**src/rtl/core/rrss_pkg.sv**
```systemverilog
`default_nettype none
// ----------------------------------------------------------------------------
// rrss_pkg
// Shared types and constants of the round-robin slice scheduler: item codes,
// field widths and the task-entry and memory-write structures.
// ----------------------------------------------------------------------------
package rrss_pkg;

    localparam int TASK_DEPTH_DEF = 16;
    localparam int SLICE_W        = 32;
    localparam int TICK_W         = 64;

    typedef enum logic {
        REQ_TICK = 1'b0,
        REQ_ADD  = 1'b1
    } t_req_type;

    localparam logic ST_OK   = 1'b0;
    localparam logic ST_FULL = 1'b1;

    typedef struct packed {
        logic               vld;
        t_req_type          req_type;
        logic [SLICE_W-1:0] slice;
    } t_item;

    typedef struct packed {
        logic [SLICE_W-1:0] slice;
        logic [SLICE_W-1:0] ticks;
    } t_task_entry;

    typedef struct packed {
        logic        en;
        t_task_entry data;
    } t_mem_wr;

endpackage
`default_nettype wire

```
**src/rtl/core/rrss_task_mem.sv**
```systemverilog
`default_nettype none
// ----------------------------------------------------------------------------
// rrss_task_mem
// Task table memory: one write port and one registered read port with
// write-through forwarding, used to prefetch the next task's entry.
// ----------------------------------------------------------------------------
module rrss_task_mem #(
    parameter int DEPTH  = rrss_pkg::TASK_DEPTH_DEF,
    parameter int ADDR_W = 4
) (
    input  wire                       i_clk,
    input  rrss_pkg::t_mem_wr         i_wr,
    input  wire  [ADDR_W-1:0]         i_wr_addr,
    input  wire  [ADDR_W-1:0]         i_rd_addr,
    output rrss_pkg::t_task_entry     o_rd
);
    import rrss_pkg::*;

    t_task_entry r_mem [DEPTH];
    t_task_entry r_rd;

    always_ff @(posedge i_clk) begin
        if (i_wr.en) begin
            r_mem[i_wr_addr] <= i_wr.data;
        end
        // Forward a same-cycle write so the prefetch never sees stale data.
        if (i_wr.en && (i_wr_addr == i_rd_addr)) begin
            r_rd <= i_wr.data;
        end else begin
            r_rd <= r_mem[i_rd_addr];
        end
    end

    assign o_rd = r_rd;

endmodule
`default_nettype wire

```
**src/rtl/core/rrss_sched_ctrl.sv**
```systemverilog
`default_nettype none
// ----------------------------------------------------------------------------
// rrss_sched_ctrl
// Scheduler state and step logic: task count, current slot, slice progress,
// cached current entry, global tick count and the result registers.
// ----------------------------------------------------------------------------
module rrss_sched_ctrl #(
    parameter int TASK_DEPTH = rrss_pkg::TASK_DEPTH_DEF,
    parameter int SLOT_W     = 4,
    parameter int ID_W       = 5
) (
    input  wire                           i_clk,
    input  wire                           i_rst_n,
    input  rrss_pkg::t_item               i_item,
    input  rrss_pkg::t_task_entry         i_nxt,
    output rrss_pkg::t_mem_wr             o_wr,
    output logic [SLOT_W-1:0]             o_wr_addr,
    output logic [SLOT_W-1:0]             o_rd_addr,
    output logic                          o_done,
    output logic                          o_reg_status,
    output logic [ID_W-1:0]               o_assigned_id,
    output logic [ID_W-1:0]               o_current_task_id,
    output logic [ID_W-1:0]               o_tasks_in_table,
    output logic [rrss_pkg::TICK_W-1:0]   o_tick_total,
    output logic [rrss_pkg::SLICE_W-1:0]  o_charged_ticks
);
    import rrss_pkg::*;

    logic [ID_W-1:0]    r_cnt,        n_cnt;
    logic [SLOT_W-1:0]  r_slot,       n_slot;
    logic [SLICE_W-1:0] r_prog,       n_prog;
    logic [TICK_W-1:0]  r_total,      n_total;
    logic [SLICE_W-1:0] r_cur_slice,  n_cur_slice;
    logic [SLICE_W-1:0] r_cur_ticks,  n_cur_ticks;

    logic               r_done;
    logic               r_status,     n_status;
    logic [ID_W-1:0]    r_id,         n_id;
    logic [ID_W-1:0]    r_cur_id;
    logic [ID_W-1:0]    r_tasks;
    logic [TICK_W-1:0]  r_tick_total;
    logic [SLICE_W-1:0] r_charged;

    logic               full;
    logic [SLICE_W-1:0] slice_eff;
    logic [SLICE_W-1:0] ticks_inc;
    logic [SLICE_W:0]   prog_inc;

    function automatic logic [SLOT_W-1:0] f_next_slot(
        input logic [SLOT_W-1:0] slot,
        input logic [ID_W-1:0]   cnt
    );
        logic [ID_W:0] s1;
        s1 = (ID_W+1)'(slot) + (ID_W+1)'(1);
        return (s1 >= (ID_W+1)'(cnt)) ? '0 : s1[SLOT_W-1:0];
    endfunction

    assign full      = (r_cnt == ID_W'(TASK_DEPTH));
    assign slice_eff = (i_item.slice == '0) ? SLICE_W'(1) : i_item.slice;
    assign ticks_inc = r_cur_ticks + SLICE_W'(1);
    assign prog_inc  = (SLICE_W+1)'(r_prog) + (SLICE_W+1)'(1);

    always_comb begin
        n_cnt       = r_cnt;
        n_slot      = r_slot;
        n_prog      = r_prog;
        n_total     = r_total;
        n_cur_slice = r_cur_slice;
        n_cur_ticks = r_cur_ticks;
        n_status    = ST_OK;
        n_id        = '0;
        o_wr        = '0;
        o_wr_addr   = r_slot;

        if (i_item.vld) begin
            unique case (i_item.req_type)
                REQ_ADD: begin
                    if (full) begin
                        n_status = ST_FULL;
                    end else begin
                        n_cnt            = r_cnt + ID_W'(1);
                        n_id             = r_cnt + ID_W'(1);
                        o_wr.en          = 1'b1;
                        o_wr.data.slice  = slice_eff;
                        o_wr.data.ticks  = '0;
                        o_wr_addr        = r_cnt[SLOT_W-1:0];
                        if (r_cnt == '0) begin
                            n_cur_slice = slice_eff;
                            n_cur_ticks = '0;
                        end
                    end
                end
                REQ_TICK: begin
                    n_total = r_total + TICK_W'(1);
                    if (r_cnt != '0) begin
                        n_cur_ticks = ticks_inc;
                        if (prog_inc >= (SLICE_W+1)'(r_cur_slice)) begin
                            // Slice used up: save this task and switch over.
                            n_prog          = '0;
                            o_wr.en         = 1'b1;
                            o_wr.data.slice = r_cur_slice;
                            o_wr.data.ticks = ticks_inc;
                            o_wr_addr       = r_slot;
                            n_slot          = f_next_slot(r_slot, r_cnt);
                            if (r_cnt != ID_W'(1)) begin
                                n_cur_slice = i_nxt.slice;
                                n_cur_ticks = i_nxt.ticks;
                            end
                        end else begin
                            n_prog = prog_inc[SLICE_W-1:0];
                        end
                    end
                end
                default: begin
                end
            endcase
        end
    end

    // Prefetch address follows the state as it will be after this edge.
    assign o_rd_addr = f_next_slot(n_slot, n_cnt);

    always_ff @(posedge i_clk) begin
        if (!i_rst_n) begin
            r_cnt   <= '0;
            r_slot  <= '0;
            r_prog  <= '0;
            r_total <= '0;
            r_done  <= 1'b0;
        end else begin
            r_cnt   <= n_cnt;
            r_slot  <= n_slot;
            r_prog  <= n_prog;
            r_total <= n_total;
            r_done  <= i_item.vld;
        end
    end

    always_ff @(posedge i_clk) begin
        r_cur_slice <= n_cur_slice;
        r_cur_ticks <= n_cur_ticks;
        if (i_item.vld) begin
            r_status     <= n_status;
            r_id         <= n_id;
            r_cur_id     <= (n_cnt != '0) ? (ID_W'(n_slot) + ID_W'(1)) : '0;
            r_tasks      <= n_cnt;
            r_tick_total <= n_total;
            r_charged    <= (n_cnt != '0) ? n_cur_ticks : '0;
        end
    end

    assign o_done            = r_done;
    assign o_reg_status      = r_status;
    assign o_assigned_id     = r_id;
    assign o_current_task_id = r_cur_id;
    assign o_tasks_in_table  = r_tasks;
    assign o_tick_total      = r_tick_total;
    assign o_charged_ticks   = r_charged;

endmodule
`default_nettype wire

```
**src/rtl/core/round_robin_slice_scheduler.sv**
```systemverilog
`default_nettype none
// ----------------------------------------------------------------------------
// round_robin_slice_scheduler
// Round-robin time-slice scheduler over a fixed task table, driven by tick
// and task-register items, reporting scheduling statistics for every item.
// ----------------------------------------------------------------------------
//
//  Channel   Handshake              Payload
//  -------   --------------------   ------------------------------------------
//  item in   start high, busy low   i_req_type, i_slice_ticks
//  result    o_done for one cycle   o_reg_status, o_assigned_id,
//                                   o_current_task_id, o_tasks_in_table,
//                                   o_tick_total, o_charged_ticks
//
// One item is accepted in every cycle; busy stays low. The result of an item
// passes the input register, then the step logic feeding the result registers;
// no other register lies on its path. The task memory's registered read port
// prefetches the next task's entry, so a slot switch adds no register to it.
// Reset is synchronous and active low; it empties the task table and clears
// the tick count and slice progress, and takes effect at once with no pass.
// The receiver cannot stall, so every result is shown exactly once, in the
// cycle marked by o_done.
//
module round_robin_slice_scheduler #(
    parameter int TASK_DEPTH = rrss_pkg::TASK_DEPTH_DEF
) (
    input  wire                                     i_clk,
    input  wire                                     i_rst_n,
    input  wire                                     start,
    output logic                                    busy,
    input  wire                                     i_req_type,
    input  wire  [rrss_pkg::SLICE_W-1:0]            i_slice_ticks,
    output logic                                    o_done,
    output logic                                    o_reg_status,
    output logic [$clog2(TASK_DEPTH+1)-1:0]         o_assigned_id,
    output logic [$clog2(TASK_DEPTH+1)-1:0]         o_current_task_id,
    output logic [$clog2(TASK_DEPTH+1)-1:0]         o_tasks_in_table,
    output logic [rrss_pkg::TICK_W-1:0]             o_tick_total,
    output logic [rrss_pkg::SLICE_W-1:0]            o_charged_ticks
);
    import rrss_pkg::*;

    localparam int ID_W   = $clog2(TASK_DEPTH + 1);
    localparam int SLOT_W = (TASK_DEPTH > 1) ? $clog2(TASK_DEPTH) : 1;

    // Input register: holds the accepted item for the step logic.
    t_item       r_item;
    t_task_entry nxt_entry;
    t_mem_wr     mem_wr;
    logic [SLOT_W-1:0] mem_wr_addr;
    logic [SLOT_W-1:0] mem_rd_addr;

    // The step logic finishes an item every cycle, so no item is ever refused.
    assign busy = 1'b0;

    // Only the valid bit is reset; the payload is captured on every accept.
    always_ff @(posedge i_clk) begin
        if (!i_rst_n) begin
            r_item.vld <= 1'b0;
        end else begin
            r_item.vld <= start && !busy;
        end
        if (start && !busy) begin
            r_item.req_type <= t_req_type'(i_req_type);
            r_item.slice    <= i_slice_ticks;
        end
    end

    rrss_sched_ctrl #(
        .TASK_DEPTH (TASK_DEPTH),
        .SLOT_W     (SLOT_W),
        .ID_W       (ID_W)
    ) u_ctrl (
        .i_clk             (i_clk),
        .i_rst_n           (i_rst_n),
        .i_item            (r_item),
        .i_nxt             (nxt_entry),
        .o_wr              (mem_wr),
        .o_wr_addr         (mem_wr_addr),
        .o_rd_addr         (mem_rd_addr),
        .o_done            (o_done),
        .o_reg_status      (o_reg_status),
        .o_assigned_id     (o_assigned_id),
        .o_current_task_id (o_current_task_id),
        .o_tasks_in_table  (o_tasks_in_table),
        .o_tick_total      (o_tick_total),
        .o_charged_ticks   (o_charged_ticks)
    );

    // Task table: slice length and ticks seen per slot. The current task's
    // entry lives in the controller; the memory copy is saved on a switch.
    rrss_task_mem #(
        .DEPTH  (TASK_DEPTH),
        .ADDR_W (SLOT_W)
    ) u_mem (
        .i_clk     (i_clk),
        .i_wr      (mem_wr),
        .i_wr_addr (mem_wr_addr),
        .i_rd_addr (mem_rd_addr),
        .o_rd      (nxt_entry)
    );

endmodule
`default_nettype wire

```
**config.mk**
```make
export PLATFORM = sky130hd
export DESIGN_NAME = round_robin_slice_scheduler
export DESIGN_NICKNAME = d
export VERILOG_FILES = /design/src/rtl/core/rrss_pkg.sv /design/src/rtl/core/rrss_task_mem.sv /design/src/rtl/core/rrss_sched_ctrl.sv /design/src/rtl/core/round_robin_slice_scheduler.sv
export SDC_FILE = /design/constraint.sdc
export NUM_CORES = 1
export LEC_CHECK = 0
export BUFFER_PORTS_ARGS = -buffer_cell sky130_fd_sc_hd__buf_2
export CAP_MARGIN = 10
export CORE_UTILIZATION = 45
export CTS_CLUSTER_DIAMETER = 50
export DETAILED_ROUTE_END_ITERATION = 6
export HOLD_SLACK_MARGIN = 0.12
export PLACE_DENSITY_LB_ADDON = 0.12
export SYNTH_ARGS = -nofsm -noshare
export SYNTH_HDL_FRONTEND = slang
export SYNTH_SLANG_ARGS = --single-unit
export TNS_END_PERCENT = 30
```
**constraint.sdc**
```tcl
create_clock -name i_clk -period 7.54 [get_ports i_clk]
set_input_delay 1.508 -clock i_clk [delete_from_list [all_inputs] [get_ports i_clk]]
set_output_delay 1.508 -clock i_clk [all_outputs]
set_load 0.02 [all_outputs]
```
==> results.sh <==
export IMPL_period_needed_ns=6.62
export IMPL_dpl_cell_count=4679
export IMPL_ys_warnings_count=0
export IMPL_post_synthesis_instance_area_um2=54000
export IMPL_cts_setup_buffers=0
export IMPL_worstHoldPathCells=2
export IMPL_route_detailed_drc=0
export IMPL_power_internal_mw=12.4
export IMPL_pwr_share_seq=0.521
export IMPL_totalWireLength_um=133000
export IMPL_layout_commonest_cell="sky130_fd_sc_hd__edfxtp_1"
export IMPL_cp_slowest_cell="sky130_fd_sc_hd__buf_4"
export IMPL_placement_rows=126
export IMPL_reg2reg_depth=26
export IMPL_grt_pass1_vias=29300
export IMPL_p_clk_frac=0.455
export IMPL_clk_lat_worst_skew_ns=0.75
export IMPL_run_status="complete, no violations"
export IMPL_syn_inst=3006
export IMPL_netSwitchingPower_mw=3.26
export IMPL_instances_no_fill=4952
export IMPL_skew_ns=0.0288
export IMPL_power_share_combinational=0.025
export IMPL_drv_cap=0
export IMPL_place_congestion=0.864
export IMPL_critical_path_class="register to register"
export IMPL_crit_path_end_kind="register"
export IMPL_area_sequential_um2=38900
export IMPL_grt_max_degree=129
export IMPL_max_slew_worst_pin_slew_ns=1.09
export IMPL_postLayoutCellArea_um2=61800
export IMPL_critical_path_arrival_ns=7.28
export IMPL_cts_hold_repair_buffers=0
export IMPL_post_dp_area_um2=56900
export IMPL_power_ir_vdd_worst_uv=222
export IMPL_drtIter0Drc=3066
export IMPL_dominantRegCellSynth="sky130_fd_sc_hd__edfxtp_1"
export IMPL_grtUsageTotal=0.222
export IMPL_portBuffers=148
export IMPL_final_min_period_over_clock_period=0.878
export IMPL_hold_path_class="register to register"
export IMPL_yosys_top_cells_area="sky130_fd_sc_hd__edfxtp_1 (67%), sky130_fd_sc_hd__mux4_2 (13%), sky130_fd_sc_hd__dfxtp_1 (5.3%)"
export IMPL_synth_seq_area_share=0.721
export IMPL_fill_cell_count=9522
export IMPL_dieArea_um2=121000
export IMPL_detail_route_antenna_nets=0
export IMPL_clkSinkCount=1344
export IMPL_finalSetupViolCount=0
export IMPL_hold_viol=0
export IMPL_max_clock_path_buffers=3
export IMPL_initial_core_util=0.455
export IMPL_yosysTopAreaCell="sky130_fd_sc_hd__edfxtp_1"
export IMPL_grt_pass1_wl_um=197000
export IMPL_cts_tree="done"
export IMPL_grt_overflow_total=0
export IMPL_required_ns=8.20
export IMPL_finalNetCount=3319
export IMPL_viasPerCell=5.80
export IMPL_first_pass_detailed_route_iteration_total=5
export IMPL_synth_distinct_cells=71
export IMPL_routed_via_count=28700
export IMPL_routed_length_per_instance_um=26.8
export IMPL_cts_buffers=151
export IMPL_synth_async_reset_ratio=0
export IMPL_final_cell_mix="sky130_fd_sc_hd__edfxtp_1 (1201), sky130_fd_sc_hd__mux4_2 (320), sky130_fd_sc_hd__nand2_1 (232), sky130_fd_sc_hd__clkbuf_16 (156), sky130_fd_sc_hd__buf_2 (148)"
export IMPL_p_leak_nw=19.2
export IMPL_syn_avg_cell_area_um2=18.0
export IMPL_drive_above_1_share=0.244
export IMPL_ctsHtreeMaxLevel=4
export IMPL_max_freq_ghz=0.151
export IMPL_slew_viol_final=0
export IMPL_die_y_um=348
export IMPL_core_um2=119000
export IMPL_cellPowerDensity_nw_per_um2=254
export IMPL_floorplan_io_pins=150
export IMPL_area_growth_syn_to_layout_pct=14.5
export IMPL_root_buffer="sky130_fd_sc_hd__clkbuf_16"
export IMPL_post_cts_resize_count=0
export IMPL_setup_repair_after_global_routing_missed_its_margin="no"
export IMPL_cpPeakStageDelay_ns=0.63
export IMPL_die_x_um=348
export IMPL_synth_largest_type_area_fraction=0.668
export IMPL_cp_max_fo=61
export IMPL_timing_max_slew_rel_slack=0.273
export IMPL_final_util=0.521
export IMPL_synthesis_nets=3092
export IMPL_synth_edff_count=1201
export IMPL_grt_antenna_before_repair=4
export IMPL_postSynthRegisterBits=1344
export IMPL_power_switching_share=0.207
export IMPL_total_area_of_multi_input_combinational_cells_um2=14300
export IMPL_fin_setup_tns_ns=0
export IMPL_dp_hpwl_um=75900
export IMPL_clk_pin_slew_ns=0.06
export IMPL_crit_path_start_kind="register"
==> cells in the mapped netlist (22+ instances only) <==
master	number
sky130_fd_sc_hd__o21ai_0	60
sky130_fd_sc_hd__nand3_1	81
sky130_fd_sc_hd__dfxtp_1	143
sky130_fd_sc_hd__inv_1	51
sky130_fd_sc_hd__and3_1	42
sky130_fd_sc_hd__ha_1	50
sky130_fd_sc_hd__edfxtp_1	1201
sky130_fd_sc_hd__nor3_1	22
sky130_fd_sc_hd__clkbuf_1	98
sky130_fd_sc_hd__xnor2_1	85
sky130_fd_sc_hd__nor2b_1	32
sky130_fd_sc_hd__mux4_2	320
sky130_fd_sc_hd__nand4_1	25
sky130_fd_sc_hd__a21oi_1	46
sky130_fd_sc_hd__and2_1	90
sky130_fd_sc_hd__xor2_1	42
sky130_fd_sc_hd__nor2_1	105
sky130_fd_sc_hd__buf_2	34
sky130_fd_sc_hd__nand2_1	233
==> path summary, 6_finish.rpt <==
kind,start,endpoint,slack [ns]
setup reg to reg,u_ctrl.r_prog[0],register,0.92
hold / removal,u_ctrl.r_prog[21],u_ctrl.r_prog[21],0.52
setup / recovery,u_ctrl.r_prog[0],register,0.92
hold reg to reg,u_ctrl.r_prog[21],u_ctrl.r_prog[21],0.52
==> sequential cells by signal (all words and copies together), names as in the netlist, named ones only <==
register / cells
u_ctrl.r_total: 64
u_ctrl.r_cnt: 5
u_ctrl.o_reg_status: 1
u_ctrl.o_done: 1
u_ctrl.o_charged_ticks: 32
u_ctrl.r_cur_ticks: 32
u_ctrl.r_slot: 4
u_ctrl.r_cur_slice: 32
u_ctrl.o_current_task_id: 5
u_ctrl.o_assigned_id: 5
u_ctrl.o_tick_total: 64
u_mem.r_mem: 1024
u_ctrl.r_prog: 32
u_ctrl.o_tasks_in_table: 5
r_item: 34
==> power groups by stage <==
stage          Sequential [mW]  Combinational (mW)  Clock [mW]
2_1_floorplan             8.34               0.200           0
3_3_place_gp              8.33               0.381           0
3_5_place_dp              8.33               0.386           0
4_1_cts                   8.17               0.388        7.29
5_1_grt                   8.18               0.414        7.58
6_report                  8.17               0.385        7.14
==> metal layers <==
metal	wire length [µm]	GRT usage	vias to the layer above
met3	7370	0.0327	205
met2	63700	0.354	984
met5	0	0	-
li1	-	-	12400
met4	3070	0.0660	0
met1	58700	0.318	15100
==> critical path, delay by kind of cell (launching register included) <==
| kind | cells | cell delay, ns |
|---|---|---|
| adder cells (fa/ha/maj) | 4 | 1.17 |
| XOR/XNOR | 1 | 0.11 |
| flip-flops | 1 | 0.45 |
| AND/OR/NAND/NOR | 13 | 2.74 |
| buffers and inverters | 2 | 0.70 |
| AO/OA/AOI/OAI | 6 | 1.31 |
==> stage by stage <==
step	total power, mW	worst slack [ns]	hold WS (ns)
3_3_place_gp	8.71	1.44	0.495
2_1_floorplan	8.54	0.202	0.477
6_report	15.7	0.923	0.525
3_5_place_dp	8.72	1.09	0.513
5_1_grt	16.2	0.512	0.548
4_1_cts	15.8	1.10	0.520
==> logic make-up after synthesis <==
family / after synthesis / synth area share
DFF: 1344 / 0.721
and+or+nand+nor: 721 / 0.0685
muxes: 322 / 0.134
AOI/OAI and AO/OA: 231 / 0.0273
buffers and inverters: 209 / 0.0164
xor gates and xnor gates: 128 / 0.0209
adders and majority gates: 50 / 0.0116
other: 1 / 0.0000695
==> cell type report <==
| class | count | area share |
|---|---|---|
| diodes | 2 | 0.0000810 |
| clock buffers | 187 | 0.0652 |
| clock inverters | 83 | 0.0134 |
| inverters | 54 | 0.00328 |
| multi-input cells | 1453 | 0.232 |
| flip-flops and latches | 1344 | 0.630 |
| well taps | 1600 | 0.0324 |
| repair buffers | 229 | 0.0240 |
No activity file was read; power rests on OpenSTA's default activity.
